File: src/hw/rtl/hnm_pkg.sv
// ----------------------------------------------------------------------------
// hnm_pkg
// shared types, codes and constants of the height-grid normal-map block
// ----------------------------------------------------------------------------
package hnm_pkg;

  // input request: write a height or query the normal at a cell
  typedef struct packed {
    logic        kind;
    logic [7:0]  col;
    logic [7:0]  row;
    logic [15:0] height;
  } hnm_in_t;

  typedef struct packed {
    logic [15:0] normal_x;
    logic [15:0] normal_y;
    logic [15:0] normal_z;
    logic [15:0] color_r;
    logic [15:0] color_g;
    logic [15:0] color_b;
  } hnm_out_t;

  localparam logic KIND_WRITE = 1'b0;
  localparam logic KIND_QUERY = 1'b1;

  typedef enum logic [2:0] {
    CFG_GRID_WIDTH  = 3'd0,
    CFG_GRID_HEIGHT = 3'd1,
    CFG_RADIUS      = 3'd2,
    CFG_SCALE_X     = 3'd3,
    CFG_SCALE_Y     = 3'd4,
    CFG_FLIP        = 3'd5,
    CFG_Y_UP        = 3'd6
  } hnm_cfg_idx_e;

  typedef enum logic [3:0] {
    OP_IDLE,
    OP_WRITE,
    OP_SETUP,
    OP_READ,
    OP_MUL,
    OP_LOAD_SLOPE,
    OP_DIV_STEP,
    OP_STORE_MAG,
    OP_SHIFT,
    OP_SQUARE,
    OP_SQRT_INIT,
    OP_SQRT_STEP,
    OP_LOAD_ENC,
    OP_STORE_ENC,
    OP_FINISH
  } hnm_op_e;

  typedef enum logic [3:0] {
    ST_IDLE,
    ST_READ,
    ST_MUL,
    ST_SLOPE_LOAD,
    ST_SLOPE_DIV,
    ST_SLOPE_STORE,
    ST_NORM,
    ST_SQUARE,
    ST_SQRT_INIT,
    ST_SQRT,
    ST_ENC_LOAD,
    ST_ENC_DIV,
    ST_ENC_STORE,
    ST_FINISH,
    ST_DONE
  } hnm_state_e;

  typedef struct packed {
    hnm_op_e    op;
    logic [5:0] step;
    logic [1:0] item;
  } hnm_cmd_t;

  typedef struct packed {
    logic over_limit;
  } hnm_sts_t;

  localparam logic [5:0] READ_LAST   = 6'd4;
  localparam logic [5:0] DIV_LAST    = 6'd48;
  localparam logic [5:0] SQUARE_LAST = 6'd3;
  localparam logic [5:0] SQRT_LAST   = 6'd31;
  localparam logic [1:0] AXIS_LAST   = 2'd1;
  localparam logic [1:0] ENC_LAST    = 2'd3;

  localparam logic [8:0]  GRID_MAX   = 9'd256;
  localparam logic [5:0]  RADIUS_MAX = 6'd32;
  localparam logic [33:0] ONE_Q16    = 34'd65536;

endpackage

File: src/hw/rtl/hnm_ctrl.sv
// ----------------------------------------------------------------------------
// hnm_ctrl
// sequencer: steps the datapath through read, slope, normalize, square, sqrt, encode
// ----------------------------------------------------------------------------
module hnm_ctrl import hnm_pkg::*; (
  input  logic     clk_i,
  input  logic     rst_ni,
  input  logic     start_i,
  input  logic     kind_i,
  input  hnm_sts_t sts_i,
  output hnm_cmd_t cmd_o,
  output logic     busy_o,
  output logic     done_o
);

  hnm_state_e state_q, state_d;
  logic [5:0] step_q, step_d;
  logic [1:0] item_q, item_d;

  always_ff @(posedge clk_i or negedge rst_ni) begin
    if (!rst_ni) begin
      state_q <= ST_IDLE;
      step_q  <= '0;
      item_q  <= '0;
    end else begin
      state_q <= state_d;
      step_q  <= step_d;
      item_q  <= item_d;
    end
  end

  always_comb begin
    state_d = state_q;
    step_d  = step_q;
    item_d  = item_q;
    case (state_q)
      ST_IDLE: begin
        if (start_i && kind_i == KIND_QUERY) begin
          state_d = ST_READ;
          step_d  = '0;
        end
      end
      ST_READ: begin
        if (step_q == READ_LAST) begin
          state_d = ST_MUL;
          item_d  = '0;
        end else begin
          step_d = step_q + 6'd1;
        end
      end
      ST_MUL: state_d = ST_SLOPE_LOAD;
      ST_SLOPE_LOAD: begin
        state_d = ST_SLOPE_DIV;
        step_d  = '0;
      end
      ST_SLOPE_DIV: begin
        if (step_q == DIV_LAST) state_d = ST_SLOPE_STORE;
        else step_d = step_q + 6'd1;
      end
      ST_SLOPE_STORE: begin
        if (item_q == AXIS_LAST) begin
          state_d = ST_NORM;
        end else begin
          item_d  = item_q + 2'd1;
          state_d = ST_MUL;
        end
      end
      ST_NORM: begin
        if (!sts_i.over_limit) begin
          state_d = ST_SQUARE;
          step_d  = '0;
        end
      end
      ST_SQUARE: begin
        if (step_q == SQUARE_LAST) state_d = ST_SQRT_INIT;
        else step_d = step_q + 6'd1;
      end
      ST_SQRT_INIT: begin
        state_d = ST_SQRT;
        step_d  = '0;
      end
      ST_SQRT: begin
        if (step_q == SQRT_LAST) begin
          state_d = ST_ENC_LOAD;
          item_d  = '0;
        end else begin
          step_d = step_q + 6'd1;
        end
      end
      ST_ENC_LOAD: begin
        state_d = ST_ENC_DIV;
        step_d  = '0;
      end
      ST_ENC_DIV: begin
        if (step_q == DIV_LAST) state_d = ST_ENC_STORE;
        else step_d = step_q + 6'd1;
      end
      ST_ENC_STORE: begin
        if (item_q == ENC_LAST) begin
          state_d = ST_FINISH;
        end else begin
          item_d  = item_q + 2'd1;
          state_d = ST_ENC_LOAD;
        end
      end
      ST_FINISH: state_d = ST_DONE;
      ST_DONE:   state_d = ST_IDLE;
      default:   state_d = ST_IDLE;
    endcase
  end

  always_comb begin
    cmd_o.op   = OP_IDLE;
    cmd_o.step = step_q;
    cmd_o.item = item_q;
    busy_o     = (state_q != ST_IDLE);
    done_o     = (state_q == ST_DONE);
    case (state_q)
      ST_IDLE: begin
        if (start_i) cmd_o.op = (kind_i == KIND_QUERY) ? OP_SETUP : OP_WRITE;
      end
      ST_READ:        cmd_o.op = OP_READ;
      ST_MUL:         cmd_o.op = OP_MUL;
      ST_SLOPE_LOAD:  cmd_o.op = OP_LOAD_SLOPE;
      ST_SLOPE_DIV:   cmd_o.op = OP_DIV_STEP;
      ST_SLOPE_STORE: cmd_o.op = OP_STORE_MAG;
      ST_NORM:        cmd_o.op = OP_SHIFT;
      ST_SQUARE:      cmd_o.op = OP_SQUARE;
      ST_SQRT_INIT:   cmd_o.op = OP_SQRT_INIT;
      ST_SQRT:        cmd_o.op = OP_SQRT_STEP;
      ST_ENC_LOAD:    cmd_o.op = OP_LOAD_ENC;
      ST_ENC_DIV:     cmd_o.op = OP_DIV_STEP;
      ST_ENC_STORE:   cmd_o.op = OP_STORE_ENC;
      ST_FINISH:      cmd_o.op = OP_FINISH;
      default:        cmd_o.op = OP_IDLE;
    endcase
  end

endmodule

File: config.mk
export PLATFORM = sky130hd
export DESIGN_NAME = hnm_ctrl
export DESIGN_NICKNAME = d
export VERILOG_FILES = /design/src/hw/rtl/hnm_pkg.sv /design/src/hw/rtl/hnm_ctrl.sv
export SDC_FILE = /design/constraint.sdc
export NUM_CORES = 1
export LEC_CHECK = 0
export ABC_AREA = 1
export BUFFER_PORTS_ARGS = -buffer_cell sky130_fd_sc_hd__buf_2
export CAP_MARGIN = 40
export CORE_MARGIN = 4
export CORE_UTILIZATION = 56
export DETAILED_ROUTE_END_ITERATION = 8
export HOLD_SLACK_MARGIN = 0.02
export PLACE_DENSITY = 0.79
export SYNTH_ARGS = -nofsm -noshare
export SYNTH_HDL_FRONTEND = slang
export SYNTH_SLANG_ARGS = --single-unit
File: constraint.sdc
create_clock -name clk_i -period 1.7 [get_ports clk_i]
set_input_delay 0.17 -clock clk_i [delete_from_list [all_inputs] [get_ports clk_i]]
set_output_delay 0.17 -clock clk_i [all_outputs]
set_load 0.03 [all_outputs]
==> impl_metrics.toml, run 1 <==
[status]
outcome = "finished with violations"
violations = "negative setup slack"

[place]
place_area_sq_um = 1280
dpl_worst_slack_ns = 0.128
gp_congestion = 0.991
hpwl_mm = 2.35
portBuffers = 18

[power_and_ir_drop]
power_density_nw_per_um2 = 1650
swShare_pct = 55.1
intPower_mw = 1.06
peakVddDrop_v = 0.00121
p_switching_mw = 1.30
power_frac_seq_pct = 21.0
power_frac_clock_pct = 9.2
p_leak_nw = 0.769
combPwrFrac_pct = 69.8

[global_route]
gr-total-overflow = 0
grt.met2_usage_pct = 37.3
track_usage_pct = 23.5
grt_pass1_vias = 1168
grt_pass1_wl_mm = 5.02
antenna_found_initial = 0
grt_max_degree = 13
grt.met1_usage_pct = 33.9
met3_usage_pct = 2.82
busiest_layer = "met2"

[synth]
synth_top_cells_by_area = "dfrtp_1 26%, nand2_1 21%, nor2_1 12%"
syn_inst = 196
yosysUniqueCellTypes = 22
synth_area_sq_um = 1160
synth_top_area_cell = "dfrtp_1"
yosysWarnings = 0
synth_top_area_share_pct = 25.9
ys_ff_latch = 12
synth.avg_cell_area_sq_um = 5.90
syn_nets = 205
synth-seq-area-share_pct = 25.9

[sta]
setup_viol = 2
slew_headroom_pct = 73.2
post-route-period-util_pct = 101
worstMarginPinSlew_ns = 0.401
hold_viol_final = 0
clock_skew_ns = 0.00439
finalWorstSetupSlack_ns = -0.0130
final_max_slew_viol_count = 0
fmax_mhz = 584
rsz0062_at_grt = "yes"
setup_tns_ns = -0.0260
post-route-min-period_ns = 1.71

[setup_path]
crit_fanout = 6
cp_top_family = "flip-flops"
crit_buf_inv = 2
critPathRequiredTime_ns = 1.53
reg2regPathDepth = 11
timing.rr.start = "state_q[0]"
crit_type = "flip-flop to primary output"
startpoint_type = "flip-flop"
crit_slowest_cell = "dfrtp_2"
end_kind = "primary output"
critPathMaxStageDelay_ns = 0.47
crit_arrival_ns = 1.54
reg2reg_to = "step_q[3]"
r2r_slack_ns = 0.08
path_cells = "inv_4 > nand2_1 > nor2_2 > a21oi_1 > nand4_1 > clkbuf_4"

[layout]
final_area_sq_um = 1430
drive_above_1_share_pct = 28.8
layout_common_cells = "64 x nand2_1, 33 x nor2_1, 20 x inv_1"
n_antenna_cell = 0
final_util_pct = 73.0
layout_commonest_cell = "nand2_1"
nets = 236
synthToLayoutAreaGrowth_pct = 23.7

[route]
drt_iter0_markers = 55
first_pass_iters = 5
via_per_inst = 5.35
vias = 1353
ant_nets = 0
drt-total-wl_mm = 3.13
routedWlPerCell_um = 12.4
drc = 0

[min_path]
hold_class = "input port to asynchronous set/reset pin"

[clocking]
cts_tree = "done"
numCtsBuffers = 3
clockBufferDepth = 2
cts_root_buffer = "clkbuf_4"
htreeDepth = 1
clkTransAtPathRegs_ns = 0.07
insertion_delay_ns = 0.26
cts_sinks = 12

[floorplanning]
pin_count = 19
rows = 16
die_w_um = 53.5
dieHeight_um = 53.5
initial_utilization_pct = 59.0
core_sq_um = 1960
dieArea_sq_um = 2860

[job]
maxCapViolCount = 0
synth_stat cells:
master     instances
nand2_1           66
nor2_1            36
inv_1             21
nand3_1           14
dfrtp_1           12
nand2_2            7
inv_2              6
o21ai_0            6
ha_1               4
nand4_1            4
nor2_2             4
nor2_4             3
nor3_1             2
o21ai_1            2
xor2_1             2
a21oi_1            1
a22oi_1            1
nand2_4            1
nand3b_1           1
o2111ai_1          1
o21ai_2            1
xnor2_1            1
state kept, by name, indices dropped and copies added, names as in the netlist:
register,flops
step_q,6
item_q,2
state_q,4
stage by stage:
step                      power [mW]  cells  hold WS, ns
after CTS                       2.20    248        0.299
after floorplan                 1.55    196       -0.126
after global placement          1.86    241       0.0482
after detailed placement        1.89    241       0.0555
after global routing            2.55    253        0.341
final                           2.36    253        0.330
kinds of logic after synthesis:
family                     after synthesis  share of synthesized area [%]
and+or+nand+nor                        138                           52.6
buffers and inverters                   27                           8.76
AOI/OAI and AO/OA                       12                           6.05
DFF                                     12                           25.9
adders and majority gates                4                           4.32
xor gates and xnor gates                 3                           2.27
cell type report:
| type | instances | area (sq um) |
|---|---|---|
| clock buffers | 4 | 36.3 |
| fillers | 191 | 531 |
| inverters | 27 | 104 |
| multi-input cells | 157 | 791 |
| flip-flops and latches | 12 | 307 |
| well taps | 27 | 33.8 |
| repair buffers | 26 | 160 |
power by group through the flow:
stage          Clock (mW)  Sequential (mW)  Combinational [mW]
4_1_cts             0.227            0.484                1.49
5_1_grt             0.241            0.509                1.80
3_5_place_dp            0            0.479                1.41
6_report            0.217            0.494                1.65
3_3_place_gp            0            0.474                1.39
2_1_floorplan           0            0.523                1.03
how the worst max path moves through the flow:
stage	from	slack, ns	cells after the start	end
floorplan	state_q[2]	0.004	5	cmd_o[9]
global placement	step_q[0]	0.17	8	state_q[1]
global route	state_q[3]	-0.07	6	cmd_o[10]
detailed placement	step_q[0]	0.13	8	state_q[2]
CTS	state_q[3]	0.0009	6	cmd_o[9]
finish	state_q[3]	-0.01	6	cmd_o[10]
timing repair:
item | CTS | global route
endpoints found under the hold margin | 12 | 0
endpoints found under the setup margin | 4 | 9
hold buffers | 1 | 0
gates resized for setup | 9 | 11
pin swaps | 1 | 3
buffers inserted | 2 | 5
routing by layer:
layer  vias up  wire length [um]
met5         -                 0
met4         0                12
met3         2               274
met2        72              1400
met1       604              1450
li1        675                 -
(Power assumes the default switching activity.)
==> run 2, diff against run 1 <==
--- a/config.mk
+++ b/config.mk
@@ -9,10 +9,10 @@
 export BUFFER_PORTS_ARGS = -buffer_cell sky130_fd_sc_hd__buf_2
 export CAP_MARGIN = 40
 export CORE_MARGIN = 4
-export CORE_UTILIZATION = 56
+export CORE_UTILIZATION = 45
 export DETAILED_ROUTE_END_ITERATION = 8
 export HOLD_SLACK_MARGIN = 0.02
-export PLACE_DENSITY = 0.79
+export PLACE_DENSITY = 0.66
 export SYNTH_ARGS = -nofsm -noshare
 export SYNTH_HDL_FRONTEND = slang
 export SYNTH_SLANG_ARGS = --single-unit
==> run 2 against run 1 <==
  * The run still ends with negative setup slack left
  * Sequential share of layout area shrank 1.3 points
  * Utilization shrank 11 points
  * Clock skew is essentially flat
  * Sequential power grew 4.9%
  * Largest cell class unchanged
==> impl_metrics.toml, run 2 (synthesis gave the netlist of run 1 again) <==
[status]
outcome = "finished with violations"
violations = "negative setup slack"

[clocking]
cts_sinks = 12
cts_tree = "done"
htreeDepth = 1
clkTransAtPathRegs_ns = 0.08
numCtsBuffers = 3
cts_root_buffer = "clkbuf_4"
clockBufferDepth = 2
insertion_delay_ns = 0.27

[setup_path]
r2r_slack_ns = 0.09
cpMostUsedCell = "buf_6"
endpoint = "cmd_o[11]"
startpoint_type = "flip-flop"
crit_arrival_ns = 1.61
crit_start = "state_q[1]"
crit_slowest_cell = "dfrtp_2"
crit_fanout = 7
reg2reg_to = "step_q[0]"
end_kind = "primary output"
path_cells = "buf_6 > nand2_4 > nor2_4 > nor3_2 > nand4_1 > buf_6"
crit_type = "flip-flop to primary output"
reg2regPathDepth = 10
critPathRequiredTime_ns = 1.53
timing.rr.start = "state_q[2]"
critPathMaxStageDelay_ns = 0.49

[route]
first_pass_iters = 4
drt_iter0_markers = 82
vias = 1385
routedWlPerCell_um = 13.1
drc = 0
via_per_inst = 5.33
ant_nets = 0
drt-total-wl_mm = 3.41

[layout]
multiInputGateArea_sq_um = 832
fillerInstances = 228
n_antenna_cell = 0
final_area_sq_um = 1530
synthToLayoutAreaGrowth_pct = 31.8
instances_no_fill = 260
layout_common_cells = "61 x nand2_1, 31 x nor2_1, 20 x inv_1"
drive_above_1_share_pct = 32.6
largest_register_ffs = 6
top_regs = "step_q x6, state_q x4, item_q x2"
nets = 240
top_register = "step_q"
layout_commonest_cell = "nand2_1"
register_area_sq_um = 307

[sta]
rsz0062_at_grt = "yes"
hold_viol_final = 0
setup_viol = 3
slew_headroom_pct = 70.3
final_max_slew_viol_count = 0
worstMarginPinSlew_ns = 0.444
post-route-min-period_ns = 1.78
post-route-period-util_pct = 105
setup_tns_ns = -0.174
finalWorstSetupSlack_ns = -0.0808
fmax_mhz = 562
clock_skew_ns = 0.00483

[floorplanning]
dieHeight_um = 58.7
initial_utilization_pct = 47.1
die_w_um = 58.7
dieArea_sq_um = 3450
rows = 18
core_sq_um = 2450
pin_count = 19

[global_route]
met3_usage_pct = 2.41
grt.met2_usage_pct = 29.5
busiest_layer = "met2"
track_usage_pct = 19.3
grt.met1_usage_pct = 27.2
grt_max_degree = 13
grt_pass1_wl_mm = 5.24
gr-total-overflow = 0
antenna_found_initial = 0
grt_pass1_vias = 1243

[power_and_ir_drop]
peakVddDrop_v = 0.00129
power_frac_clock_pct = 8.9
power.total_mw = 2.54
p_leak_nw = 0.812
power_frac_seq_pct = 20.4
swShare_pct = 55.5
intPower_mw = 1.13
power_density_nw_per_um2 = 1660
combPwrFrac_pct = 70.7
p_switching_mw = 1.41

[place]
place_inst = 245
portBuffers = 18
hpwl_mm = 2.37
place_area_sq_um = 1290
gp_congestion = 0.949

[job]
maxCapViolCount = 0

[min_path]
hold_class = "input port to asynchronous set/reset pin"
-- run 2: layer usage --
layer | vias to the layer above | wire [um]
li1 | 680 | -
met1 | 602 | 1420
met2 | 81 | 1540
met3 | 22 | 316
met4 | 0 | 133
met5 | - | 0
-- run 2: how the worst min path moves through the flow --
stage / from / to / slack, ns / cells past startpoint
after global placement: rst_ni / step_q[5] / 0.05 / 1
final: rst_ni / step_q[4] / 0.28 / 2
after global routing: rst_ni / item_q[0] / 0.32 / 2
after CTS: rst_ni / step_q[4] / 0.29 / 2
after floorplan: rst_ni / item_q[0] / -0.13 / 0
after detailed placement: rst_ni / step_q[3] / 0.06 / 1
-- run 2: what timing repair did --
item                                   4_1_cts  5_1_grt
setup endpoints to repair                    4       15
setup buffers                                1        9
pin swaps                                    1        8
hold buffers                                 1        0
endpoints found under the hold margin       12        0
gates resized for setup                     11       28
-- run 2: power by group through the flow --
stage	registers (mW)	clock network, mW	logic (mW)
floorplan	0.523	0	1.03
detailed placement	0.480	0	1.41
CTS	0.488	0.233	1.48
global placement	0.472	0	1.41
global route	0.534	0.242	1.94
finish	0.518	0.226	1.79
-- run 2: per-stage QoR --
step                hold slack, ns  utilization, %  worst slack, ns
global route                 0.320            62.1          -0.0963
detailed placement          0.0564            52.7            0.113
CTS                          0.288            55.9           0.0263
finish                       0.285            62.1          -0.0808
global placement            0.0494            52.7            0.118
floorplan                   -0.126               -          0.00443
-- run 2: final cells by class --
class | instances | area share [%]
flip-flops and latches | 12 | 20.1
clock buffers | 4 | 2.38
repair buffers | 30 | 13.4
multi-input cells | 157 | 54.6
inverters | 27 | 7.14
well taps | 30 | 2.46
-- run 2: worst max-delay path, delay by kind of cell (launching register included) --
kind	cells	cell delay, ns
simple gates	4	0.50
flops	1	0.49
buf+inv	2	0.33
==> run 3, diff against run 2 <==
--- a/config.mk
+++ b/config.mk
@@ -12,7 +12,7 @@
 export CORE_UTILIZATION = 45
 export DETAILED_ROUTE_END_ITERATION = 8
 export HOLD_SLACK_MARGIN = 0.02
-export PLACE_DENSITY = 0.66
+export PLACE_DENSITY = 0.69
 export SYNTH_ARGS = -nofsm -noshare
 export SYNTH_HDL_FRONTEND = slang
 export SYNTH_SLANG_ARGS = --single-unit
==> constraint.sdc (replaced) <==
create_clock -name clk_i -period 1.49 [get_ports clk_i]
set_input_delay 0.149 -clock clk_i [delete_from_list [all_inputs] [get_ports clk_i]]
set_output_delay 0.149 -clock clk_i [all_outputs]
set_load 0.03 [all_outputs]
==> run 3 against run 2 <==
  * Critical endpoint is now cmd_o[10]
  * The flow still finishes with violations (negative setup slack)
  * Cell area increased by 21%
  * Power increased by 37%
  * Non-clock buffer count increased by 19
  * Global-route usage increased by 2.0 points
  * First-iteration DRC count decreased by 18%
  * Critical path type unchanged
  * Via count increased by 7.5%
==> impl_metrics.toml, run 3 (synthesis gave the netlist of run 1 again) <==
[power_and_ir_drop]
power_density_nw_per_um2 = 1880
power.total_mw = 3.48
swShare_pct = 52.7
power_frac_seq_pct = 17.5
intPower_mw = 1.65
p_switching_mw = 1.83
power_frac_clock_pct = 7.1
p_leak_nw = 0.940
peakVddDrop_v = 0.00141
combPwrFrac_pct = 75.4

[global_route]
busiest_layer = "met2"
antenna_found_initial = 0
met3_usage_pct = 4.82
track_usage_pct = 21.3
grt.met1_usage_pct = 28.0
grt_pass1_vias = 1319
grt_pass1_wl_mm = 5.71
gr-total-overflow = 0
grt.met2_usage_pct = 36.5
grt_max_degree = 13

[sta]
clock_skew_ns = 0.00834
setup_viol = 14
rsz0062_at_grt = "yes"
finalWorstSetupSlack_ns = -0.185
timing.hold.ws_ns = 0.279
post-route-min-period_ns = 1.68
worstMarginPinSlew_ns = 0.269
final_max_slew_viol_count = 0
hold_viol_final = 0
setup_tns_ns = -1.10
fmax_mhz = 597
slew_headroom_pct = 82.1
post-route-period-util_pct = 112

[layout]
n_antenna_cell = 0
final_util_pct = 75.3
drive_above_1_share_pct = 49.4
layout_commonest_cell = "nand2_1"
final_area_sq_um = 1850
fillerInstances = 164
top_regs = "step_q x6, state_q x4, item_q x2"
largest_register_ffs = 6
layout_common_cells = "48 x nand2_1, 26 x buf_4, 24 x nor2_1"
synthToLayoutAreaGrowth_pct = 59.7
instances_no_fill = 279
top_register = "step_q"
nets = 259

[floorplanning]
dieArea_sq_um = 3450
core_sq_um = 2450
initial_utilization_pct = 47.1
pin_count = 19
rows = 18
die_w_um = 58.7
dieHeight_um = 58.7

[place]
dpl_worst_slack_ns = -0.0920
place_area_sq_um = 1430
place_inst = 260
hpwl_mm = 2.63
portBuffers = 18
gp_congestion = 0.978

[status]
violations = "negative setup slack"
outcome = "finished with violations"

[route]
drt-total-wl_mm = 3.88
via_per_inst = 5.34
ant_nets = 0
drt_iter0_markers = 67
drc = 0
vias = 1489
routedWlPerCell_um = 13.9
first_pass_iters = 4

[clocking]
cts_root_buffer = "clkbuf_4"
cts_tree = "done"
numCtsBuffers = 3
clkTransAtPathRegs_ns = 0.07
insertion_delay_ns = 0.27
htreeDepth = 1
clockBufferDepth = 2
cts_sinks = 12

[setup_path]
crit_arrival_ns = 1.53
crit_fanout = 7
startpoint_type = "flip-flop"
crit_type = "flip-flop to primary output"
critPathRequiredTime_ns = 1.34
end_kind = "primary output"

[job]
maxCapViolCount = 0

[min_path]
hold_class = "input port to asynchronous set/reset pin"
[run 3: critical path, stage by stage, from the launching register on]
cell	delay, ns
dfrtp_2	0.50
inv_4	0.09
nand2_4	0.12
nor2_2	0.07
nor3_4	0.15
nand4_1	0.16
buf_6	0.17
[run 3: repair_timing]
item / 4_1_cts / 5_1_grt
endpoints found under the setup margin: 15 / 16
cloned: 0 / 0
pin swaps: 10 / 17
buffers inserted: 7 / 7
resized for setup: 38 / 45
hold endpoints to repair: 12 / 0
hold buffers: 1 / 0
[run 3: layout make-up]
type	count	area (sq um)	area share, %
clock buffers	4	36.3	1.96
inverters	27	111	6.03
repair buffers	49	372	20.1
flip-flops and latches	12	308	16.7
well taps	30	37.5	2.03
multi-input cells	157	983	53.2
[run 3: routing by layer]
layer	routed length, um	part of all wire (%)
met1	1550	40
met2	1970	51
met3	251	6.5
met4	112	2.9
met5	0	0
[run 3: final timing paths]
check | from | endpoint | slack [ns] | depth (start not counted)
setup / recovery | state_q[2] | cmd_o[10] | -0.19 | 6
max in group asynchronous | rst_ni | state_q[0] | 0.97 | 2
hold / removal | rst_ni | step_q[4] | 0.28 | 2
hold reg to reg | item_q[0] | item_q[0] | 0.59 | 2
setup reg to reg | state_q[1] | state_q[1] | -0.06 | 10
min in group clk_i | sts_i | step_q[5] | 0.42 | 6
[run 3: power groups by stage]
stage	clock [mW]	combinational, mW	sequential [mW]
global placement	0	1.78	0.552
global route	0.281	2.82	0.623
finish	0.248	2.62	0.607
floorplan	0	1.20	0.612
detailed placement	0	1.81	0.558
CTS	0.260	2.15	0.582
